===== config.mk =====
export PLATFORM = sky130hd
export DESIGN_NAME = button_click_classifier_unit
export DESIGN_NICKNAME = d
export VERILOG_FILES = /design/src/rtl/bcc_pkg.sv /design/src/rtl/bcc_cfg_regs.sv /design/src/rtl/bcc_classify.sv /design/src/rtl/button_click_classifier_unit.sv
export SDC_FILE = /design/constraint.sdc
export NUM_CORES = 1
export LEC_CHECK = 0
export BUFFER_PORTS_ARGS = -buffer_cell sky130_fd_sc_hd__clkbuf_2
export CORE_AREA = 2 2 226 228
export CTS_BUF_LIST = sky130_fd_sc_hd__clkbuf_8
export DETAILED_ROUTE_END_ITERATION = 16
export DIE_AREA = 0 0 228 230
export RECOVER_POWER = 25
export SYNTH_ARGS = -nofsm -noshare
export SYNTH_HDL_FRONTEND = slang
export SYNTH_SLANG_ARGS = --single-unit
export TNS_END_PERCENT = 20

===== constraint.sdc =====
create_clock -name i_clk -period 10.2 [get_ports i_clk]
set_clock_uncertainty 0.15 [all_clocks]
set_input_delay 1.53 -clock i_clk [delete_from_list [all_inputs] [get_ports i_clk]]
set_output_delay 1.53 -clock i_clk [all_outputs]
set_load 0.05 [all_outputs]

===== src/rtl/bcc_pkg.sv =====
`default_nettype none

package bcc_pkg;

    // widths fixed by the transaction fields
    localparam int NOW_W      = 32;
    localparam int CFG_DATA_W = 16;
    localparam int CFG_IDX_W  = 2;

    // default timer width
    localparam int TIME_WIDTH_DEF = 32;

    // configuration register indexes
    localparam logic [CFG_IDX_W-1:0] REG_DEBOUNCE_TIME   = 2'd0;
    localparam logic [CFG_IDX_W-1:0] REG_LONG_PRESS_TIME = 2'd1;
    localparam logic [CFG_IDX_W-1:0] REG_DOUBLE_CLICK    = 2'd2;

    // reset values of the configuration registers, in ms
    localparam logic [CFG_DATA_W-1:0] DEBOUNCE_TIME_RST   = 16'd20;
    localparam logic [CFG_DATA_W-1:0] LONG_PRESS_TIME_RST = 16'd2000;
    localparam logic [CFG_DATA_W-1:0] DOUBLE_CLICK_RST    = 16'd400;

    // click counter saturation and the single and double click values
    localparam logic [1:0] CLICK_MAX    = 2'd3;
    localparam logic [1:0] CLICK_DOUBLE = 2'd2;
    localparam logic [1:0] CLICK_SINGLE = 2'd1;

    typedef struct packed {
        logic              button_level;
        logic [NOW_W-1:0]  now_ms;
    } t_bcc_in;

    typedef struct packed {
        logic pause_toggled;
        logic mode_toggled;
        logic restart_request;
        logic paused_now;
        logic measure_mode_now;
    } t_bcc_out;

    typedef struct packed {
        logic [CFG_DATA_W-1:0] debounce_time;
        logic [CFG_DATA_W-1:0] long_press_time;
        logic [CFG_DATA_W-1:0] double_click_window;
    } t_bcc_cfg;

endpackage

`default_nettype wire


===== src/rtl/bcc_cfg_regs.sv =====
`default_nettype none

module bcc_cfg_regs (
    input  wire logic                             i_clk,
    input  wire logic                             i_rst_n,
    input  wire logic                             i_cfg_we,
    input  wire logic [bcc_pkg::CFG_IDX_W-1:0]    i_cfg_index,
    input  wire logic [bcc_pkg::CFG_DATA_W-1:0]   i_cfg_data,
    output bcc_pkg::t_bcc_cfg                     o_cfg
);
    import bcc_pkg::*;

    t_bcc_cfg r_cfg;

    // register file, writes beyond the list are dropped
    always_ff @(posedge i_clk) begin
        if (!i_rst_n) begin
            r_cfg.debounce_time       <= DEBOUNCE_TIME_RST;
            r_cfg.long_press_time     <= LONG_PRESS_TIME_RST;
            r_cfg.double_click_window <= DOUBLE_CLICK_RST;
        end else if (i_cfg_we) begin
            unique case (i_cfg_index)
                REG_DEBOUNCE_TIME:   r_cfg.debounce_time       <= i_cfg_data;
                REG_LONG_PRESS_TIME: r_cfg.long_press_time     <= i_cfg_data;
                REG_DOUBLE_CLICK:    r_cfg.double_click_window <= i_cfg_data;
                default: ;
            endcase
        end
    end

    assign o_cfg = r_cfg;

endmodule

`default_nettype wire


===== src/rtl/bcc_classify.sv =====
`default_nettype none

module bcc_classify #(
    parameter int TIME_WIDTH = bcc_pkg::TIME_WIDTH_DEF
) (
    input  wire logic          i_clk,
    input  wire logic          i_rst_n,
    input  wire logic          i_step,
    input  bcc_pkg::t_bcc_in   i_item,
    input  bcc_pkg::t_bcc_cfg  i_cfg,
    output bcc_pkg::t_bcc_out  o_result
);
    import bcc_pkg::*;

    // tracking state
    logic                  r_prev_level;
    logic [TIME_WIDTH-1:0] r_deb_stamp;
    logic [TIME_WIDTH-1:0] r_press_stamp;
    logic                  r_is_pressed;
    logic                  r_long_fired;
    logic [TIME_WIDTH-1:0] r_click_stamp;
    logic [1:0]            r_click_count;
    logic                  r_pause_flag;
    logic                  r_mode_flag;

    logic [TIME_WIDTH-1:0] n_deb_stamp;
    logic [TIME_WIDTH-1:0] n_press_stamp;
    logic                  n_is_pressed;
    logic                  n_long_fired;
    logic [TIME_WIDTH-1:0] n_click_stamp;
    logic [1:0]            n_click_count;
    logic                  n_pause_flag;
    logic                  n_mode_flag;

    logic [TIME_WIDTH-1:0] now_t;
    logic [TIME_WIDTH-1:0] deb_time;
    logic [TIME_WIDTH-1:0] long_time;
    logic [TIME_WIDTH-1:0] dbl_window;
    logic [TIME_WIDTH-1:0] el_deb;
    logic [TIME_WIDTH-1:0] el_click;
    logic [TIME_WIDTH-1:0] el_press;
    logic                  stable;
    logic                  pause_t;
    logic                  mode_t;
    logic                  restart;

    // timestamp and thresholds at timer width, differences wrap
    assign now_t      = TIME_WIDTH'(i_item.now_ms);
    assign deb_time   = TIME_WIDTH'(i_cfg.debounce_time);
    assign long_time  = TIME_WIDTH'(i_cfg.long_press_time);
    assign dbl_window = TIME_WIDTH'(i_cfg.double_click_window);

    assign n_deb_stamp = (i_item.button_level != r_prev_level) ? now_t : r_deb_stamp;
    assign el_deb      = now_t - n_deb_stamp;
    assign el_click    = now_t - r_click_stamp;
    assign stable      = el_deb > deb_time;

    // press, release and long press classification
    always_comb begin
        n_press_stamp = r_press_stamp;
        n_is_pressed  = r_is_pressed;
        n_long_fired  = r_long_fired;
        n_click_stamp = r_click_stamp;
        n_click_count = r_click_count;
        n_pause_flag  = r_pause_flag;
        n_mode_flag   = r_mode_flag;
        el_press      = '0;
        pause_t       = 1'b0;
        mode_t        = 1'b0;
        restart       = 1'b0;
        if (stable) begin
            if (!i_item.button_level && !r_is_pressed) begin
                n_is_pressed  = 1'b1;
                n_press_stamp = now_t;
                n_long_fired  = 1'b0;
            end else if (i_item.button_level && r_is_pressed) begin
                n_is_pressed = 1'b0;
                if (el_click < dbl_window) begin
                    if (r_click_count != CLICK_MAX) begin
                        n_click_count = r_click_count + 2'd1;
                    end
                end else begin
                    n_click_count = CLICK_SINGLE;
                end
                n_click_stamp = now_t;
                if (n_click_count == CLICK_DOUBLE) begin
                    n_mode_flag = !r_mode_flag;
                    mode_t      = 1'b1;
                end else if (!r_long_fired) begin
                    n_pause_flag = !r_pause_flag;
                    pause_t      = 1'b1;
                end
            end
            // press duration measured from the possibly fresh press stamp
            el_press = now_t - n_press_stamp;
            if (n_is_pressed && !n_long_fired && (el_press >= long_time)) begin
                n_long_fired = 1'b1;
                restart      = 1'b1;
            end
        end
    end

    // state update once per transaction
    always_ff @(posedge i_clk) begin
        if (!i_rst_n) begin
            r_prev_level  <= 1'b1;
            r_deb_stamp   <= '0;
            r_press_stamp <= '0;
            r_is_pressed  <= 1'b0;
            r_long_fired  <= 1'b0;
            r_click_stamp <= '0;
            r_click_count <= '0;
            r_pause_flag  <= 1'b0;
            r_mode_flag   <= 1'b0;
        end else if (i_step) begin
            r_prev_level  <= i_item.button_level;
            r_deb_stamp   <= n_deb_stamp;
            r_press_stamp <= n_press_stamp;
            r_is_pressed  <= n_is_pressed;
            r_long_fired  <= n_long_fired;
            r_click_stamp <= n_click_stamp;
            r_click_count <= n_click_count;
            r_pause_flag  <= n_pause_flag;
            r_mode_flag   <= n_mode_flag;
        end
    end

    assign o_result.pause_toggled    = pause_t;
    assign o_result.mode_toggled     = mode_t;
    assign o_result.restart_request  = restart;
    assign o_result.paused_now       = n_pause_flag;
    assign o_result.measure_mode_now = n_mode_flag;

`ifndef ASSERT_OFF
    // a release toggles either mode or pause, never both
    a_one_toggle: assert property (@(posedge i_clk) disable iff (!i_rst_n)
        i_step |-> !(pause_t && mode_t))
        else $error("pause and mode toggled together");

    // a mode toggle comes only from the second click
    a_mode_double: assert property (@(posedge i_clk) disable iff (!i_rst_n)
        (i_step && mode_t) |=> (r_click_count == CLICK_DOUBLE) && !r_is_pressed)
        else $error("mode toggled without a double click");

    // a restart request leaves a held press marked as long
    a_restart_mark: assert property (@(posedge i_clk) disable iff (!i_rst_n)
        (i_step && restart) |=> r_long_fired && r_is_pressed)
        else $error("restart request without long press marking");

    // a pause toggle really flips the flag
    a_pause_flip: assert property (@(posedge i_clk) disable iff (!i_rst_n)
        (i_step && pause_t) |=> r_pause_flag != $past(r_pause_flag))
        else $error("pause toggle did not flip the pause flag");
`endif

endmodule

`default_nettype wire


===== src/rtl/button_click_classifier_unit.sv =====
// button click classifier
//
// input channel: one transaction per button poll, carrying the raw active-low
// pin level and a free-running millisecond timestamp (i_in_valid/o_in_stall).
// output channel: one transaction per poll with the pause and mode toggle
// strobes, the one-shot restart request and the current pause and mode flags
// (o_out_valid/i_out_stall). configuration: plain write port, index 0
// debounce time, 1 long press time, 2 double click window; any other index is
// ignored. the user writes it only when idle; the block does not enforce this.
//
// a poll is taken into the input register when accepted, and its result is
// registered into the result register when it advances, raising o_out_valid.
// throughput: one poll per cycle except while the receiver stalls.
// reset: timers and flags clear, the level reads as released, and the
// configuration returns to 20, 2000 and 400 ms; both pipeline stages empty.
// receiver stall: the result register holds, the input register holds behind
// it, and o_in_stall rises once both stages are full.

`default_nettype none

module button_click_classifier_unit #(
    parameter int TIME_WIDTH = bcc_pkg::TIME_WIDTH_DEF
) (
    input  wire logic                            i_clk,
    input  wire logic                            i_rst_n,
    input  wire logic                            i_in_valid,
    output      logic                            o_in_stall,
    input  bcc_pkg::t_bcc_in                     i_in_data,
    output      logic                            o_out_valid,
    input  wire logic                            i_out_stall,
    output bcc_pkg::t_bcc_out                    o_out_data,
    input  wire logic                            i_cfg_we,
    input  wire logic [bcc_pkg::CFG_IDX_W-1:0]   i_cfg_index,
    input  wire logic [bcc_pkg::CFG_DATA_W-1:0]  i_cfg_data
);
    import bcc_pkg::*;

    t_bcc_cfg cfg;
    t_bcc_in  r_in;
    logic     r_in_valid;
    t_bcc_out r_out;
    logic     r_out_valid;
    t_bcc_out result;
    logic     advance;
    logic     in_load;

    // pipeline control
    assign advance    = !r_out_valid || !i_out_stall;
    assign in_load    = !r_in_valid || advance;
    assign o_in_stall = !in_load;

    bcc_cfg_regs u_cfg (
        .i_clk       (i_clk),
        .i_rst_n     (i_rst_n),
        .i_cfg_we    (i_cfg_we),
        .i_cfg_index (i_cfg_index),
        .i_cfg_data  (i_cfg_data),
        .o_cfg       (cfg)
    );

    bcc_classify #(
        .TIME_WIDTH (TIME_WIDTH)
    ) u_classify (
        .i_clk    (i_clk),
        .i_rst_n  (i_rst_n),
        .i_step   (r_in_valid && advance),
        .i_item   (r_in),
        .i_cfg    (cfg),
        .o_result (result)
    );

    // input register
    always_ff @(posedge i_clk) begin
        if (!i_rst_n) begin
            r_in_valid <= 1'b0;
        end else if (in_load) begin
            r_in_valid <= i_in_valid;
        end
    end

    always_ff @(posedge i_clk) begin
        if (in_load && i_in_valid) begin
            r_in <= i_in_data;
        end
    end

    // result register
    always_ff @(posedge i_clk) begin
        if (!i_rst_n) begin
            r_out_valid <= 1'b0;
        end else if (advance) begin
            r_out_valid <= r_in_valid;
        end
    end

    always_ff @(posedge i_clk) begin
        if (advance && r_in_valid) begin
            r_out <= result;
        end
    end

    assign o_out_valid = r_out_valid;
    assign o_out_data  = r_out;

`ifndef ASSERT_OFF
    // a held input transaction is not lost while the output drains
    a_in_hold: assert property (@(posedge i_clk) disable iff (!i_rst_n)
        (r_in_valid && !advance) |=> r_in_valid && $stable(r_in))
        else $error("input stage dropped a waiting transaction");

    // stall upstream only when both stages are occupied
    a_stall_full: assert property (@(posedge i_clk) disable iff (!i_rst_n)
        o_in_stall |-> r_in_valid && r_out_valid)
        else $error("input stalled with a free stage");

    // an item in the input stage reaches the result register when it advances
    a_advance: assert property (@(posedge i_clk) disable iff (!i_rst_n)
        (r_in_valid && advance) |=> r_out_valid)
        else $error("advanced transaction missing from result register");
`endif

endmodule

`default_nettype wire

### Word level (Yosys, flattened, before mapping)

Cells that the tools add are included.

* register bits after elaboration: 191
* bits of input ports: 56
* output and inout port bits: 7
* logic and storage cells: 87

* $add $sub $neg: 4
* magnitude comparators: 3
* equality and inequality tests: 5
* muxes and demuxes: 26
* bitwise operators: 3
* reductions and logical operators: 25

Operators with widths (count)
* $mux 32: 3
* $sub 32x32->32: 3
* $ge 32x16->1: 1
* $gt 32x16->1: 1
* $lt 32x16->1: 1
* $mux 1: 18
* $mux 2: 5
* $logic_not 1->1: 9
* $reduce_and 2->1: 4
* $logic_and 1x1->1: 6
* $eq 2x2->1 const B: 2
* $reduce_and 4->1: 1
* $reduce_or 4->1: 1
* $not 1->1: 3
* $reduce_or 3->1: 1
* $add 2x1->2 const B: 1
* $eq 2x1->1 const B: 1
* $logic_not 2->1: 1
* $logic_or 1x1->1: 2
* $ne 2x2->1 const B: 1
* $ne 1x1->1: 1

### Longest topological paths before layout

* word-level depth: 11
* depth in mapped cells: 29
* depth with buffers taken out: 26

### By module

From an unflattened synthesis, not the netlist that was laid out.

* cell total of the unflattened synthesis: 1763
* area total of the unflattened synthesis: 14592.7 um^2

By module, submodules not included
* bcc_classify: times used 1, cells each 1533, area each 11449.7 um^2, seq. area each 2062.0 um^2
* bcc_cfg_regs: times used 1, cells each 184, area each 1918.1 um^2, seq. area each 960.9 um^2
* button_click_classifier_unit: times used 1, cells each 46, area each 1224.9 um^2, seq. area each 1181.1 um^2

### Least setup slack after synthesis

OpenSTA, ideal clock, no wires.

* kind: register to register
* start point: reg u_classify.r_prev_level
* end point: reg r_out, in the netlist o_out_data[2] (data pin)
* library setup time: 255 ps
* arrival: 5676 ps
* required time: 9795 ps
* slack: 4119 ps
* cell stages (with the launch flop): 24
* path buffers: 4
* clock period less this slack: 6081 ps
* path through: dfxtp_1 > xor2_2 > clkbuf_1 > buf_1 > mux2i_1 > ha_1 > nand2_1 > or3_1 > a21oi_1 > nand2b_1 > a21oi_1 > xnor2_1 > ha_1 > and4_1 > nand2_1 > or3_1 > or3_1 > o31ai_1 > o2111ai_1 > nor4_1 > nand4_2 > buf_2 > buf_4 > and3_1

* cells in the longest elaborated chain, start to end: 4

Ends and longest elaborated chain
* start: declaration: line bcc_classify.sv:16 `logic r_prev_level;`
* start signal: assignment: line bcc_classify.sv:116 `r_prev_level <= i_item.button_level;`
* $ne 1x1->1: line bcc_classify.sv:53 `assign n_deb_stamp = (i_item.button_level != r_prev_level) ? now_t : r_deb_stamp;`
* $mux 32: line bcc_classify.sv:53
* $sub 32x32->32: line bcc_classify.sv:54 `assign el_deb = now_t - n_deb_stamp;`
* $gt 32x16->1: line bcc_classify.sv:56 `assign stable = el_deb > deb_time;`
* end signal: assignment: line button_click_classifier_unit.sv:98 `r_out <= result;`
* end: declaration: line button_click_classifier_unit.sv:41 `t_bcc_out r_out;`

Every way passes these cells.
A chain may end at the register's enable or synchronous reset.

### Final worst setup path

* start point: reg r_in[32] in the netlist's numbering
* end point: reg u_classify.r_click_stamp[24]

* cells in the longest elaborated chain, start to end: 5
* elaborated cells between the ends (all ways): 9
* those cells by class: add/sub: 1; order compare: 1; eq/ne: 1; mux: 1; bitwise: 1; reduce/logical: 4

Ends and longest elaborated chain
* start: declaration: line button_click_classifier_unit.sv:39 `t_bcc_in r_in;`
* start signal: assignment: line button_click_classifier_unit.sv:83 `r_in <= i_in_data;`
* $ne 1x1->1: line bcc_classify.sv:53
* $mux 32: line bcc_classify.sv:53
* $sub 32x32->32: line bcc_classify.sv:54
* $gt 32x16->1: line bcc_classify.sv:56
* $reduce_and 4->1 (no source line) *
* end signal: assignment: line bcc_classify.sv:121 `r_click_stamp <= n_click_stamp;`
* end: declaration: line bcc_classify.sv:21 `logic [TIME_WIDTH-1:0] r_click_stamp;`

Mark *: on every way between the ends. The rest lies on a longest branch, timed or not.

==> results.sh <==
export IMPL_place_gp_congestion=0.868
export IMPL_final_common_cell="a21oi_1"
export IMPL_port_buffers=62
export IMPL_yosysWarnings=0
export IMPL_cp_required_ns=10.37
export IMPL_wl_per_cell_um=17.8
export IMPL_n_fill_cell=5394
export IMPL_synth_area_um2=14800
export IMPL_wirelength_um=45300
export IMPL_grt_pass1_wl_um=70900
export IMPL_postSynthAreaPerCell_um2=7.95
export IMPL_max_slew_margin_rel_pct=-158
export IMPL_ctsResizeCount=0
export IMPL_syn_nets=2060
export IMPL_synth_ff_type="dfxtp_1"
export IMPL_die_x_um=228
export IMPL_fin_crit_sh_pct=77.9
export IMPL_reg2reg_to="u_classify.r_click_stamp[24]"
export IMPL_placedCellCount=2513
export IMPL_end_kind="register"
export IMPL_path_max_fanout=52
export IMPL_synth_area_leader_cell="dfxtp_1"
export IMPL_cts_tree="done"
export IMPL_fmax_mhz=126
export IMPL_total_power_uw=2130
export IMPL_ir_worst_vdd_mv=0.0710
export IMPL_die_y_um=230
export IMPL_antenna_found_initial=0
export IMPL_grt_max_degree=70
export IMPL_ys_ff_latch=191
export IMPL_syn_inst=1865
export IMPL_worstSkewPairLatency_ns=0.54
export IMPL_tns_ns=0
export IMPL_firstDrtPassIters=5
export IMPL_finalCriticalPeriod_ns=7.94
export IMPL_area_growth_pct=8.36
export IMPL_coreArea_um2=49900
export IMPL_seq_area_um2=4200
export IMPL_crit_arrival_ns=8.11
export IMPL_track_usage_pct=16.9
export IMPL_yosysSeqAreaShare_pct=28.3
export IMPL_cts_buffers=17
export IMPL_powerDensity_nw_per_um2=132
export IMPL_synth_area_leaders="dfxtp_1 21%, ha_1 11%, a21oi_1 9.0%"
export IMPL_r2r_slack_ns=2.26
export IMPL_holdWs_ns=0.315
export IMPL_viasPerCell=5.38
export IMPL_nets=2055
export IMPL_fin_area_um2=16100
export IMPL_drive_gt1_share_pct=9.08
export IMPL_instances_no_fill=2545
export IMPL_drt_iter0_drc=950
export IMPL_drc_errors=0
export IMPL_multi_input_area_um2=9870
export IMPL_layout_common_cells="267 x a21oi_1, 266 x nand2_1, 153 x dfxtp_1, 136 x ha_1, 124 x nor2_1"
export IMPL_rsz0062_at_grt="no"
export IMPL_timing_rr_start="r_in[32]"
export IMPL_cts_root_buf="clkbuf_8"
export IMPL_finalHoldViolCount=0
export IMPL_synth_edff_count=38
export IMPL_cts_setup_buffers=0
export IMPL_hold_buffers=0
export IMPL_slew_viol_final=137
export IMPL_gr_total_overflow=0
export IMPL_violations="capacitance limit, slew limit"
export IMPL_worstSetupStartpoint="r_in[32]"
export IMPL_yosys_area_top_type_share_pct=20.6
export IMPL_die_area_um2=52400
export IMPL_dp_hpwl_um=35300
export IMPL_run_status="finished, violations left"
export IMPL_n_antenna_cell=0
export IMPL_initial_core_util_pct=29.8
export IMPL_place_area_um2=15700
export IMPL_cts_clk_slew_worst_paths_ns=0.11
export IMPL_worst_hold_path_type="reg -> reg"
export IMPL_critPathKind="reg -> reg"
export IMPL_vias=13700
export IMPL_reg2reg_depth=21
export IMPL_finalSetupViolCount=0
export IMPL_ys_types=88
export IMPL_start_kind="register"
export IMPL_num_rows=82
export IMPL_clock_sinks=191
export IMPL_tightest_slew_ns=3.87
export IMPL_cts_max_level=4
export IMPL_async_flop_share_pct=0
export IMPL_endpoint="u_classify.r_click_stamp[24]"
export IMPL_drtAntennaViolNets=0
export IMPL_power_leakage_uw=0.00597
export IMPL_floorplan_io_pins=63
export IMPL_clockBufferDepth=2
export IMPL_grt_pass1_vias=13100
export IMPL_drv_cap=2
==> worst min path at each step <==
stage                               start                          to  slack [ns]  cells past startpoint
2_1_floorplan  u_classify.r_deb_stamp[10]  u_classify.r_deb_stamp[10]        0.29                      2
3_3_place_gp    u_classify.r_deb_stamp[5]   u_classify.r_deb_stamp[5]        0.29                      2
3_5_place_dp    u_classify.r_deb_stamp[5]   u_classify.r_deb_stamp[5]        0.30                      2
4_1_cts         u_classify.r_deb_stamp[5]   u_classify.r_deb_stamp[5]        0.31                      2
5_1_grt        u_classify.r_deb_stamp[27]  u_classify.r_deb_stamp[27]        0.32                      2
6_report                  u_cfg.o_cfg[10]             u_cfg.o_cfg[10]        0.31                      2
==> per-layer routing <==
| metal | up-vias | global-route usage (%) | part of all wire (%) |
|---|---|---|---|
| li1 | 6791 | - | - |
| met1 | 6537 | 21.8 | 45 |
| met2 | 315 | 29.1 | 48 |
| met3 | 60 | 1.45 | 3.6 |
| met4 | 0 | 6.45 | 3.0 |
| met5 | - | 0 | 0 |
==> cell usage after synthesis (all sizes together), types with 17 or more instances <==
master	count
edfxtp	38
clkbuf	81
nand3	24
a21oi	285
inv	105
dfxtp	153
nor3	37
nand2b	17
a311oi	29
xor2	27
o211ai	22
nand2	266
nor2	125
a21o	31
xnor2	42
o21ai	86
ha	136
nand4	27
nor2b	17
mux2i	65
a211oi	17
o21a	21
==> flip-flops by register name (all words and copies together) (netlist names) <==
signal                    flops
u_classify.r_long_fired       1
o_out_valid                   1
u_classify.r_click_stamp     32
r_in                         33
u_classify.r_pause_flag       1
r_in_valid                    1
u_classify.r_press_stamp     32
u_classify.r_click_count      2
u_classify.r_deb_stamp       32
u_classify.r_prev_level       1
u_classify.r_is_pressed       1
u_classify.r_mode_flag        1
u_cfg.o_cfg                  48
o_out_data                    5
==> final cells by class <==
cell class	count	area share (%)
inverters	105	2.46
well taps	672	5.23
repair buffers	71	2.27
clock inverters	15	1.03
clock buffers	17	1.46
multi-input cells	1474	61.4
flip-flops and latches	191	26.2
==> report_power, final <==
group,switching (µW),internal (µW)
sequential,40.6,802
clock,337,184
combinational,469,296
total,847,1280
==> metrics by stage <==
stage	utilization, %	setup slack, ns
finish	32.2	2.26
global placement	31.5	2.55
CTS	32.3	2.30
floorplan	-	4.12
detailed placement	31.5	2.36
global route	32.2	1.64
==> worst max-delay path, stage by stage (launching register included) <==
cell       delay [ns]
edfxtp_1         0.73
xor2_4           0.67
mux2i_1          0.19
ha_1             0.45
nand4_1          0.20
or3_1            0.45
nor4_2           0.34
nor2b_1          0.22
o21ai_0          0.30
xor2_1           0.12
ha_1             0.30
and4_1           0.21
nand2_1          0.07
or3_1            0.36
or3_1            0.38
o31ai_1          0.11
o2111ai_1        0.16
nor4_1           0.37
nand4_4          0.79
and2_2           0.80
a21oi_1          0.26
nor2_1           0.06
==> cells by family after synthesis <==
logic type | count (synthesis) | share of synthesized area (%)
adder cells (fa/ha/maj) | 139 | 11.9
AND/OR/NAND/NOR | 584 | 18.1
buffers and inverters | 200 | 5.41
multiplexers | 68 | 4.61
XOR/XNOR | 69 | 4.17
AO/OA/AOI/OAI | 614 | 27.5
flip-flops | 191 | 28.3
Note: power is estimated with default switching activity, not from simulation.
